File: config.mk
export PLATFORM = sky130hd
export DESIGN_NAME = hpru_front_flat
export DESIGN_NICKNAME = d
export VERILOG_FILES = /design/src/hpru_pkg.sv /design/src/hpru_ifs.sv /design/src/hpru_front.sv /design/src/flat_wrapper.sv
export SDC_FILE = /design/constraint.sdc
export NUM_CORES = 1
export LEC_CHECK = 0
export BUFFER_PORTS_ARGS = -buffer_cell sky130_fd_sc_hd__buf_4
export CAP_MARGIN = 20
export CORE_MARGIN = 4
export CORE_UTILIZATION = 55
export CTS_BUF_LIST = sky130_fd_sc_hd__clkbuf_8 sky130_fd_sc_hd__clkbuf_16
export DETAILED_ROUTE_END_ITERATION = 12
export MAX_ROUTING_LAYER = met4
export PLACE_DENSITY = 0.9
export SETUP_SLACK_MARGIN = 0.3
export SLEW_MARGIN = 10
export SYNTH_ARGS = -nofsm -noshare
export SYNTH_HDL_FRONTEND = slang
export SYNTH_SLANG_ARGS = --single-unit
File: constraint.sdc
create_clock -name clk -period 25.7 [get_ports clk]
set_input_delay 2.57 -clock clk [delete_from_list [all_inputs] [get_ports clk]]
set_output_delay 2.57 -clock clk [all_outputs]
set_load 0.05 [all_outputs]
File: src/hpru_pkg.sv
// ----------------------------------------------------------------------------
// hpru_pkg
// Types, constants and helpers for the hit point radiance update block.
// ----------------------------------------------------------------------------
package hpru_pkg;

	localparam int HIT_POINTS_DEF = 4096;

	localparam int IDX_W   = 12;
	localparam int COL_W   = 32;
	localparam int PT_W    = 40;
	localparam int R2_W    = 32;
	localparam int SUM_W   = 40;
	localparam int CNT_W   = 32;
	localparam int ALPHA_W = 16;
	localparam int MODE_W  = 2;
	localparam int ALU_W   = 128;
	localparam int CFG_AW  = 6;
	localparam int CFG_DW  = 64;

	localparam logic [33:0] PI_Q32 = 34'd13493037705;

	localparam logic [2:0] REG_MODE      = 3'd0;
	localparam logic [2:0] REG_ALPHA     = 3'd1;
	localparam logic [2:0] REG_PHOTONS   = 3'd2;
	localparam logic [2:0] REG_SHARED_R2 = 3'd3;
	localparam logic [2:0] REG_INIT_R2   = 3'd4;

	localparam logic [MODE_W-1:0]  MODE_RST    = 2'd0;
	localparam logic [ALPHA_W-1:0] ALPHA_RST   = 16'd45875;
	localparam logic [PT_W-1:0]    PHOTONS_RST = 40'd1;
	localparam logic [R2_W-1:0]    R2_RST      = 32'd16777216;

	localparam logic KIND_INIT = 1'b1;

	typedef struct packed {
		logic             kind;
		logic [IDX_W-1:0] entry_index;
		logic             is_surface;
		logic [COL_W-1:0] throughput_red;
		logic [COL_W-1:0] throughput_green;
		logic [COL_W-1:0] throughput_blue;
		logic [CNT_W-1:0] new_photons;
		logic [COL_W-1:0] new_flux_red;
		logic [COL_W-1:0] new_flux_green;
		logic [COL_W-1:0] new_flux_blue;
	} item_t;

	typedef struct packed {
		logic [COL_W-1:0] radiance_red;
		logic [COL_W-1:0] radiance_green;
		logic [COL_W-1:0] radiance_blue;
		logic [R2_W-1:0]  radius2_now;
	} result_t;

	typedef struct packed {
		logic [MODE_W-1:0]  mode;
		logic [ALPHA_W-1:0] alpha;
		logic [PT_W-1:0]    photons;
		logic [R2_W-1:0]    shared_r2;
		logic [R2_W-1:0]    init_r2;
	} cfg_t;

	typedef enum logic [2:0] {
		OP_SKIP,
		OP_INIT,
		OP_PPM_CONST,
		OP_PPM_SURF,
		OP_PPM_SHARED,
		OP_SPPM_CONST,
		OP_SPPM_SURF
	} op_t;

	typedef struct packed {
		op_t                   op;
		logic                  shared;
		logic [IDX_W-1:0]      index;
		logic [2:0][COL_W-1:0] tp;
		logic [CNT_W-1:0]      m;
		logic [2:0][COL_W-1:0] nf;
	} task_t;

	typedef struct packed {
		logic [PT_W-1:0]       photon_total;
		logic [2:0][COL_W-1:0] flux;
		logic [R2_W-1:0]       radius2;
		logic [2:0][SUM_W-1:0] summed;
		logic [CNT_W-1:0]      const_hits;
		logic [CNT_W-1:0]      surf_hits;
		logic [2:0][COL_W-1:0] last;
	} entry_t;

	typedef enum logic {
		ALU_MUL,
		ALU_DIV
	} alu_op_t;

	typedef struct packed {
		logic             start;
		alu_op_t          op;
		logic [ALU_W-1:0] a;
		logic [ALU_W-1:0] b;
	} alu_req_t;

	typedef struct packed {
		logic             done;
		logic [ALU_W-1:0] res;
	} alu_rsp_t;

	function automatic logic [31:0] sat32(input logic [ALU_W-1:0] v);
		sat32 = (v[ALU_W-1:32] != '0) ? '1 : v[31:0];
	endfunction

	function automatic logic [PT_W-1:0] sat40(input logic [PT_W:0] v);
		sat40 = v[PT_W] ? '1 : v[PT_W-1:0];
	endfunction

endpackage

File: src/hpru_ifs.sv
// ----------------------------------------------------------------------------
// hpru channel interfaces
// Valid/ready channels for input words and result words.
// ----------------------------------------------------------------------------
interface hpru_item_if import hpru_pkg::*; ();
	logic  valid;
	logic  ready;
	item_t data;
	modport source(output valid, output data, input ready);
	modport sink(input valid, input data, output ready);
endinterface


File: src/hpru_front.sv
// ----------------------------------------------------------------------------
// hpru_front
// Accepts input words, classifies them by mode and kind, queues the tasks.
// ----------------------------------------------------------------------------
module hpru_front import hpru_pkg::*; #(
	parameter int HIT_POINTS = HIT_POINTS_DEF
) (
	input  logic              clk,
	input  logic              arst_n,
	hpru_item_if.sink         items,
	input  logic [MODE_W-1:0] mode,
	output logic              q_valid,
	output task_t             q_task,
	input  logic              q_pop
);

	localparam int QD = 2;
	localparam int PW = $clog2(QD);
	localparam int CW = $clog2(QD + 1);

	task_t         fifo_q [QD];
	logic [PW-1:0] wp_q;
	logic [PW-1:0] rp_q;
	logic [CW-1:0] cnt_q;
	task_t         tk;
	logic          push;
	logic          pop;
	logic          in_range;
	logic          shared;
	logic          sppm;

	assign shared   = mode[0];
	assign sppm     = mode[1];
	assign in_range = 32'(items.data.entry_index) < 32'(HIT_POINTS);

	always_comb begin
		tk.shared = shared;
		tk.index  = items.data.entry_index;
		tk.tp     = {items.data.throughput_blue, items.data.throughput_green,
			items.data.throughput_red};
		tk.m      = items.data.new_photons;
		tk.nf     = {items.data.new_flux_blue, items.data.new_flux_green,
			items.data.new_flux_red};
		priority if (!in_range) begin
			tk.op     = OP_SKIP;
			tk.shared = 1'b0;
		end else if (items.data.kind == KIND_INIT) begin
			tk.op     = OP_INIT;
			tk.shared = 1'b0;
		end else if (!sppm && !items.data.is_surface) begin
			tk.op = OP_PPM_CONST;
		end else if (!sppm && !shared) begin
			tk.op = OP_PPM_SURF;
		end else if (!sppm) begin
			tk.op = OP_PPM_SHARED;
		end else if (!items.data.is_surface) begin
			tk.op = OP_SPPM_CONST;
		end else begin
			tk.op = OP_SPPM_SURF;
		end
	end

	assign items.ready = cnt_q != CW'(QD);
	assign push        = items.valid && items.ready;
	assign q_valid     = cnt_q != '0;
	assign pop         = q_pop && q_valid;
	assign q_task      = fifo_q[rp_q];

	always_ff @(posedge clk or negedge arst_n) begin
		if (!arst_n) begin
			wp_q  <= '0;
			rp_q  <= '0;
			cnt_q <= '0;
		end else begin
			if (push) begin
				fifo_q[wp_q] <= tk;
				wp_q         <= wp_q + PW'(1);
			end
			if (pop) begin
				rp_q <= rp_q + PW'(1);
			end
			cnt_q <= cnt_q + CW'(push) - CW'(pop);
		end
	end

endmodule

File: src/flat_wrapper.sv
// flat-port wrapper written by rule: the top's interface ports become plain ports
module hpru_front_flat import hpru_pkg::*;
#(
	parameter int HIT_POINTS = HIT_POINTS_DEF
)
  (clk, arst_n, mode, q_valid, q_task, q_pop, items_valid, items_data, items_ready);
  hpru_item_if items_i ();
  input  logic clk;
  input  logic arst_n;
  input  logic [MODE_W-1:0] mode;
  output logic q_valid;
  output task_t q_task;
  input  logic q_pop;
  input wire logic [$bits(items_i.valid)-1:0] items_valid;
  input wire logic [$bits(items_i.data)-1:0] items_data;
  output wire logic [$bits(items_i.ready)-1:0] items_ready;
  assign items_i.valid = items_valid;
  assign items_i.data = items_data;
  assign items_ready = items_i.ready;
  hpru_front #(.HIT_POINTS(HIT_POINTS)) u_core (.clk(clk), .arst_n(arst_n), .items(items_i), .mode(mode), .q_valid(q_valid), .q_task(q_task), .q_pop(q_pop));
endmodule
==> results.py, run 1 <==
metrics = {
    "pwr": {
        "clockPowerShare_pct": 23.8,
        "ir_worst_vdd_uv": 94.8,
        "p_int_uw": 1840,
        "power_frac_comb_pct": 41.1,
        "power_density_mw_per_mm2": 123,
        "finalPower_uw": 2940,
        "p_switching_uw": 1100,
        "pwr-share-seq_pct": 35.1,
        "p_sw_share_pct": 37.5,
        "leakagePower_uw": 0.00948,
    },
    "logic_synthesis": {
        "yosys_warnings": 0,
        "ys_seq_area_share_pct": 79.1,
        "synth_area_sq_mm": 0.0184,
        "postSynthAreaPerCell_sq_um": 23.7,
        "synth_nets": 1020,
        "muxShareOfSynthArea_pct": 18.6,
        "synth_top_area_cell": "edfxtp_1",
        "synth_compound_area_share_pct": 0.116,
        "synth_xor_area_share_pct": 0.191,
        "synthSimpleGateAreaFrac_pct": 0.327,
        "synth_adder_area_share_pct": 0.136,
        "synthTopCellsByArea": "edfxtp_1 79%, mux2_4 16%, mux2_2 3.1%, buf_6 1.3%, dfrtp_1 0.55%",
        "synth_top_family_by_area": "multiplexers",
        "yosysUniqueCellTypes": 21,
        "synth_top_area_share_pct": 78.5,
        "syn_inst": 774,
        "ys_ff_latch": 484,
    },
    "sta": {
        "finalSetupTns_ns": 0,
        "rsz0062_at_grt": "false",
        "finalCriticalPeriod_ns": 6.46,
        "finalSetupViolCount": 0,
        "post-route-period-util_pct": 25.2,
        "hold_violations": 0,
        "fmaxAchievable_mhz": 155,
        "maxSlewHeadroom_pct": 27.9,
        "finClkSkew_ns": 0.0133,
        "tightest_slew_ns": 1.08,
        "final-max-slew-violation-count": 0,
    },
    "worst_setup_path": {
        "cp.required_ns": 23.13,
        "worstSetupPathType": "register to output pin",
        "r2r_start": "u_core.cnt_q[1]$_DFF_PN0_",
        "critPathLaunchType": "register",
        "startpoint": "u_core.rp_q$_DFFE_PN0P_",
        "path_max_fanout": 66,
        "arrival_ns": 3.89,
        "endpoint_kind": "output pin",
        "ff2ff_setup_slack_ns": 22.32,
    },
    "drt": {
        "dr_wl_met3_microns": 4610,
        "vias": 9322,
        "first_pass_iters": 5,
        "viasPerCell": 5.25,
        "drt-total-wl_microns": 44600,
        "ant_nets": 0,
        "top_layer": "met4",
        "met1Wirelength_microns": 15000,
        "post-route-drc-count": 0,
        "drtIter0Drc": 578,
        "wl_per_cell_microns": 25.1,
        "route.met2.wl_microns": 23500,
    },
    "cells_and_area": {
        "synthToLayoutAreaGrowth_pct": 30.6,
        "layout_common_cells": "495 x buf_4, 480 x edfxtp_1, 190 x mux2_4, 50 x mux2_2, 49 x clkbuf_16",
        "drive_gt1_share_pct": 60.6,
        "fillers": 1820,
        "post-route-util_pct": 73.3,
        "nNetsFinal": 1538,
        "layout_commonest_cell": "buf_4",
    },
    "clocking": {
        "postCtsSetupBuffers": 0,
        "ctsHoldBuffers": 0,
        "clockRootBuffer": "clkbuf_16",
        "htreeDepth": 2,
        "worstSkewPairLatency_ns": 0.55,
        "cts_made_buffers": 47,
        "clock-sinks": 484,
        "cts_max_path_buffers": 3,
        "cts_tree": "done",
        "cts_resized": 0,
        "cts.clk_slew.worst_paths_ns": 0.06,
    },
    "grt": {
        "grt_remaining_overflow": 0,
        "grt_usage_pct": 24.2,
        "grt_pass1_wl_microns": 63500,
        "antenna_found_initial": 2,
        "grt_max_degree": 79,
        "grt_pass1_vias": 10123,
    },
    "floorplan": {
        "dieArea_sq_mm": 0.0364,
        "initial_core_util_pct": 56.1,
        "core_sq_mm": 0.0327,
        "die_w_microns": 191,
        "rows": 66,
        "ioPinCount": 486,
        "dieHeight_microns": 191,
    },
    "place": {
        "gp_congestion": 0.822,
        "hpwl_microns": 30000,
        "portBuffers": 485,
    },
    "hold_path": {
        "hold_class": "register to register",
        "hp-start": "u_core.cnt_q[1]$_DFF_PN0_",
    },
    "job": {
        "max_cap_violations": 0,
    },
    "run_status": {
        "status": "finished clean",
    },
}
[critical path, stage by stage (launching register included)]
cell and delay (ns):
dfrtp_4 1.08, buf_4 0.71, buf_4 0.89, mux2_4 0.36, buf_4 0.19
[final cells by class]
cell class | count | area, sq um | share of cell area (%)
tap | 442 | 553 | 2.31
antenna | 2 | 5.00 | 0.0209
multi-input combinational | 260 | 3570 | 14.9
clock inverter | 36 | 332 | 1.38
inverter | 3 | 11.3 | 0.0470
sequential | 484 | 14500 | 60.5
timing repair buffer | 496 | 3740 | 15.6
clock buffer | 51 | 1250 | 5.23
[synth_stat cells]
master and instances:
a211o_1 1, mux2_2 50, nor2_1 3, and3_1 1
buf_2 5, and2_1 2, a21oi_1 1, xor2_1 2
or2_2 1, a211oi_1 1, nand3_1 1, buf_6 21
dfrtp_1 4, nand2b_1 1, edfxtp_1 480, inv_1 3
nor2b_1 2, xnor2_1 2, ha_1 2, buf_8 1
mux2_4 190
[power by group through the flow]
stage / clock network, uW / registers [uW] / logic [uW]
2_1_floorplan: 0 / 1050 / 931
3_3_place_gp: 0 / 1040 / 1180
3_5_place_dp: 0 / 1050 / 1200
4_1_cts: 710 / 1030 / 1210
5_1_grt: 744 / 1040 / 1250
6_report: 700 / 1030 / 1210
[routing by layer]
layer	up-vias	GRT usage, %
li1	4116	-
met1	4622	25.6
met2	491	41.8
met3	93	8.81
met4	0	8.76
met5	-	-
[per-stage QoR]
step / setup WS [ns] / std cells / hold slack, ns / area (sq um)
final: 19.24 / 1774 / 0.498 / 24000
after global routing: 19.08 / 1774 / 0.538 / 24000
after CTS: 18.86 / 1771 / 0.498 / 24000
after detailed placement: 19.48 / 1684 / 0.482 / 22400
after global placement: 19.55 / 1684 / 0.483 / 22400
after floorplan: 12.26 / 774 / 0.456 / 18400
[final timing paths]
check                                                   to  depth (start not counted)
min reg2reg                      u_core.cnt_q[1]$_DFF_PN0_                          1
min                              u_core.cnt_q[1]$_DFF_PN0_                          1
max                                            q_task[210]                          4
min in group asynchronous          u_core.rp_q$_DFFE_PN0P_                          1
max in group asynchronous          u_core.rp_q$_DFFE_PN0P_                          1
max reg2reg                u_core.fifo_q[1][207]$_DFFE_PP_                          5
[sequential cells by signal, indices dropped and copies added, names as in the netlist]
| register | flops |
|---|---|
| u_core.rp_q | 1 |
| u_core.cnt_q | 2 |
| u_core.wp_q | 1 |
| u_core.fifo_q | 480 |
[logic make-up (layout without fill, tap and decap cells)]
group	Yosys count	in the layout
DFF	484	484
muxes	240	240
buffers and inverters	30	586
and+or+nand+nor	11	11
xor gates and xnor gates	4	4
AOI/OAI and AO/OA	3	3
adders and majority gates	2	2
other	0	2
No activity file was read; power rests on OpenSTA's default activity.
==> inputs of run 2 (changes only) <==
- ABC_AREA: not set -> 1
- CORE_UTILIZATION: 55 -> 47
- PLACE_DENSITY: 0.9 -> 0.83
- clock period: 25.7 -> 5.35 ns (I/O delays scaled with it)
==> results.py, run 2 <==
metrics = {
    "worst_setup_path": {
        "ff2ff_path_depth": 5,
        "worstSetupPathType": "register to output pin",
        "cp.required_ns": 4.82,
        "arrival_ns": 3.20,
        "ff2ff_setup_slack_ns": 2.82,
        "r2r_start": "u_core.cnt_q[1]$_DFF_PN0_",
        "endpoint_kind": "output pin",
        "critPathLaunchType": "register",
        "reg2reg_to": "u_core.fifo_q[0][9]$_DFFE_PP_",
        "path_max_fanout": 100,
    },
    "logic_synthesis": {
        "syn_inst": 1300,
        "yosysUniqueCellTypes": 13,
        "synthTopCellsByArea": "edfxtp_1 81%, nand2_1 16%, buf_2 0.76%, buf_6 0.76%, dfrtp_1 0.56%",
        "synth_edf_count": 480,
        "synth_most_common_cell": "nand2_1",
        "synth_top_area_cell": "edfxtp_1",
        "synth_flop_cell": "edfxtp_1",
        "synth_top_area_share_pct": 81.1,
        "postSynthAreaPerCell_sq_um": 13.7,
        "synth_nets": 1546,
        "ys_seq_area_share_pct": 81.7,
        "async_flop_share_pct": 0.826,
        "yosys_warnings": 0,
        "ys_ff_latch": 484,
        "synth_area_sq_mm": 0.0178,
        "synth_common_cells": "738 x nand2_1, 480 x edfxtp_1, 27 x buf_2, 12 x buf_4, 12 x buf_6",
    },
    "cells_and_area": {
        "nNetsFinal": 2036,
        "post-route-util_pct": 63.2,
        "fillers": 2565,
        "largest_reg_flops": 480,
        "largest_register": "u_core.fifo_q",
        "biggestRegsByFlops": "u_core.fifo_q (480), u_core.cnt_q (2)",
        "layout_commonest_cell": "nand2_1",
        "drive_gt1_share_pct": 30.8,
        "synthToLayoutAreaGrowth_pct": 31.4,
        "layout_common_cells": "738 x nand2_1, 488 x buf_4, 480 x edfxtp_1, 49 x clkbuf_16, 20 x inv_1",
    },
    "pwr": {
        "p_switching_uw": 6390,
        "power_frac_comb_pct": 44.1,
        "power_density_mw_per_mm2": 624,
        "p_int_uw": 8180,
        "ir_worst_vdd_uv": 621,
        "pwr-share-seq_pct": 33.8,
        "p_sw_share_pct": 43.8,
        "leakagePower_uw": 0.00988,
        "clockPowerShare_pct": 22.2,
        "finalPower_uw": 14600,
    },
    "drt": {
        "wl_per_cell_microns": 19.4,
        "drt-total-wl_microns": 45200,
        "dr_wl_met3_microns": 5500,
        "route.met2.wl_microns": 22300,
        "ant_nets": 0,
        "viasPerCell": 4.98,
        "top_layer": "met4",
        "first_pass_iters": 5,
        "vias": 11613,
        "met1Wirelength_microns": 15700,
        "drtIter0Drc": 857,
        "post-route-drc-count": 0,
    },
    "place": {
        "pre_cts_ws_ns": 2.26,
        "hpwl_microns": 29900,
        "portBuffers": 485,
        "gp_congestion": 0.921,
    },
    "clocking": {
        "cts_max_path_buffers": 3,
        "clock-sinks": 484,
        "clockRootBuffer": "clkbuf_16",
        "cts.clk_slew.worst_paths_ns": 0.06,
        "ctsHoldBuffers": 1,
        "cts_tree": "done",
        "htreeDepth": 2,
        "cts_made_buffers": 47,
        "worstSkewPairLatency_ns": 0.56,
        "cts_resized": 0,
        "postCtsSetupBuffers": 0,
    },
    "sta": {
        "tightest_slew_ns": 0.922,
        "final-max-slew-violation-count": 0,
        "finalSetupViolCount": 0,
        "post-route-period-util_pct": 69.8,
        "hold_violations": 0,
        "holdWs_ns": 0.156,
        "finalCriticalPeriod_ns": 3.74,
        "maxSlewHeadroom_pct": 38.5,
        "finClkSkew_ns": 0.0130,
        "fin_ws_ns": 1.61,
        "finalSetupTns_ns": 0,
        "rsz0062_at_grt": "false",
        "fmaxAchievable_mhz": 268,
    },
    "floorplan": {
        "ioPinCount": 486,
        "initial_core_util_pct": 48.1,
        "rows": 70,
        "core_sq_mm": 0.0370,
        "dieArea_sq_mm": 0.0410,
        "dieHeight_microns": 202,
        "die_w_microns": 202,
    },
    "hold_path": {
        "hp-start": "items_data[86]",
        "hold_class": "input pin to register",
        "hold-path-endpoint": "u_core.fifo_q[0][22]$_DFFE_PP_",
        "min_path_cells": 1,
    },
    "grt": {
        "antenna_found_initial": 2,
        "grt_remaining_overflow": 0,
        "grt_max_degree": 126,
        "grt_pass1_wl_microns": 67200,
        "grt_usage_pct": 21.8,
        "grt_pass1_vias": 12080,
    },
    "run_status": {
        "status": "finished clean",
    },
    "job": {
        "max_cap_violations": 0,
    },
}
==> run 2: changes by cell type in the layout (fill, tap and decap cells not counted), sizes merged, moves of 3 or more <==
cell / before / now
nand2: 0 / 738
mux2: 240 / 0
inv: 16 / 22
buf: 496 / 493
nand3: 1 / 4
==> run 2: how the worst max path moves through the flow <==
| stage | startpoint | endpoint | slack, ns | cells after the start |
|---|---|---|---|---|
| floorplan | u_core.cnt_q[1]$_DFF_PN0_ | u_core.fifo_q[1][0]$_DFFE_PP_ | -2.37 | 3 |
| global placement | u_core.rp_q$_DFFE_PN0P_ | q_task[40] | 2.33 | 4 |
| detailed placement | u_core.rp_q$_DFFE_PN0P_ | q_task[95] | 2.26 | 5 |
| CTS | u_core.rp_q$_DFFE_PN0P_ | q_task[114] | 1.62 | 5 |
| global route | u_core.rp_q$_DFFE_PN0P_ | q_task[114] | 1.43 | 5 |
| finish | u_core.rp_q$_DFFE_PN0P_ | q_task[114] | 1.61 | 5 |
==> run 2: power groups by stage <==
stage	Clock, uW	Combinational, uW	Sequential (uW)
2_1_floorplan	0	4550	4970
3_3_place_gp	0	6330	4970
3_5_place_dp	0	6410	4990
4_1_cts	3300	6460	4920
5_1_grt	3470	6740	4960
6_report	3230	6420	4920
==> run 2: metal layers <==
metal  vias to the layer above  GRT usage [%]
li1                       5362              -
met1                      5512           23.9
met2                       643           36.1
met3                        96           8.74
met4                         0           8.58
met5                         -              -
==> run 2: through the flow <==
step | instance area (sq um) | instances
floorplan | 17800 | 1300
global placement | 21800 | 2244
detailed placement | 21800 | 2244
CTS | 23300 | 2328
global route | 23300 | 2330
finish | 23300 | 2330
==> run 2: worst max-delay path, cell delays in order (launching register included) <==
cell	delay, ns
dfrtp_4	0.79
inv_6	0.68
buf_4	0.50
nand2_1	0.16
nand2_1	0.10
buf_4	0.20
==> run 2: final cells by class <==
| cell class | count | area (sq um) | share of cell area, % |
|---|---|---|---|
| Antenna cell | 2 | 5.00 | 0.0214 |
| Clock buffer | 49 | 1230 | 5.25 |
| Clock inverter | 34 | 288 | 1.23 |
| Inverter | 12 | 50.0 | 0.214 |
| Multi-Input combinational cell | 751 | 2860 | 12.2 |
| Sequential cell | 484 | 14500 | 62.2 |
| Tap cell | 504 | 631 | 2.70 |
| Timing Repair Buffer | 494 | 3770 | 16.2 |
==> run 2: kinds of logic after synthesis <==
family | synth area share (%)
AO/OA/AOI/OAI | 0.0563
flip-flops | 81.7
adder cells (fa/ha/maj) | 0.141
buffers and inverters | 2.34
AND/OR/NAND/NOR | 15.8
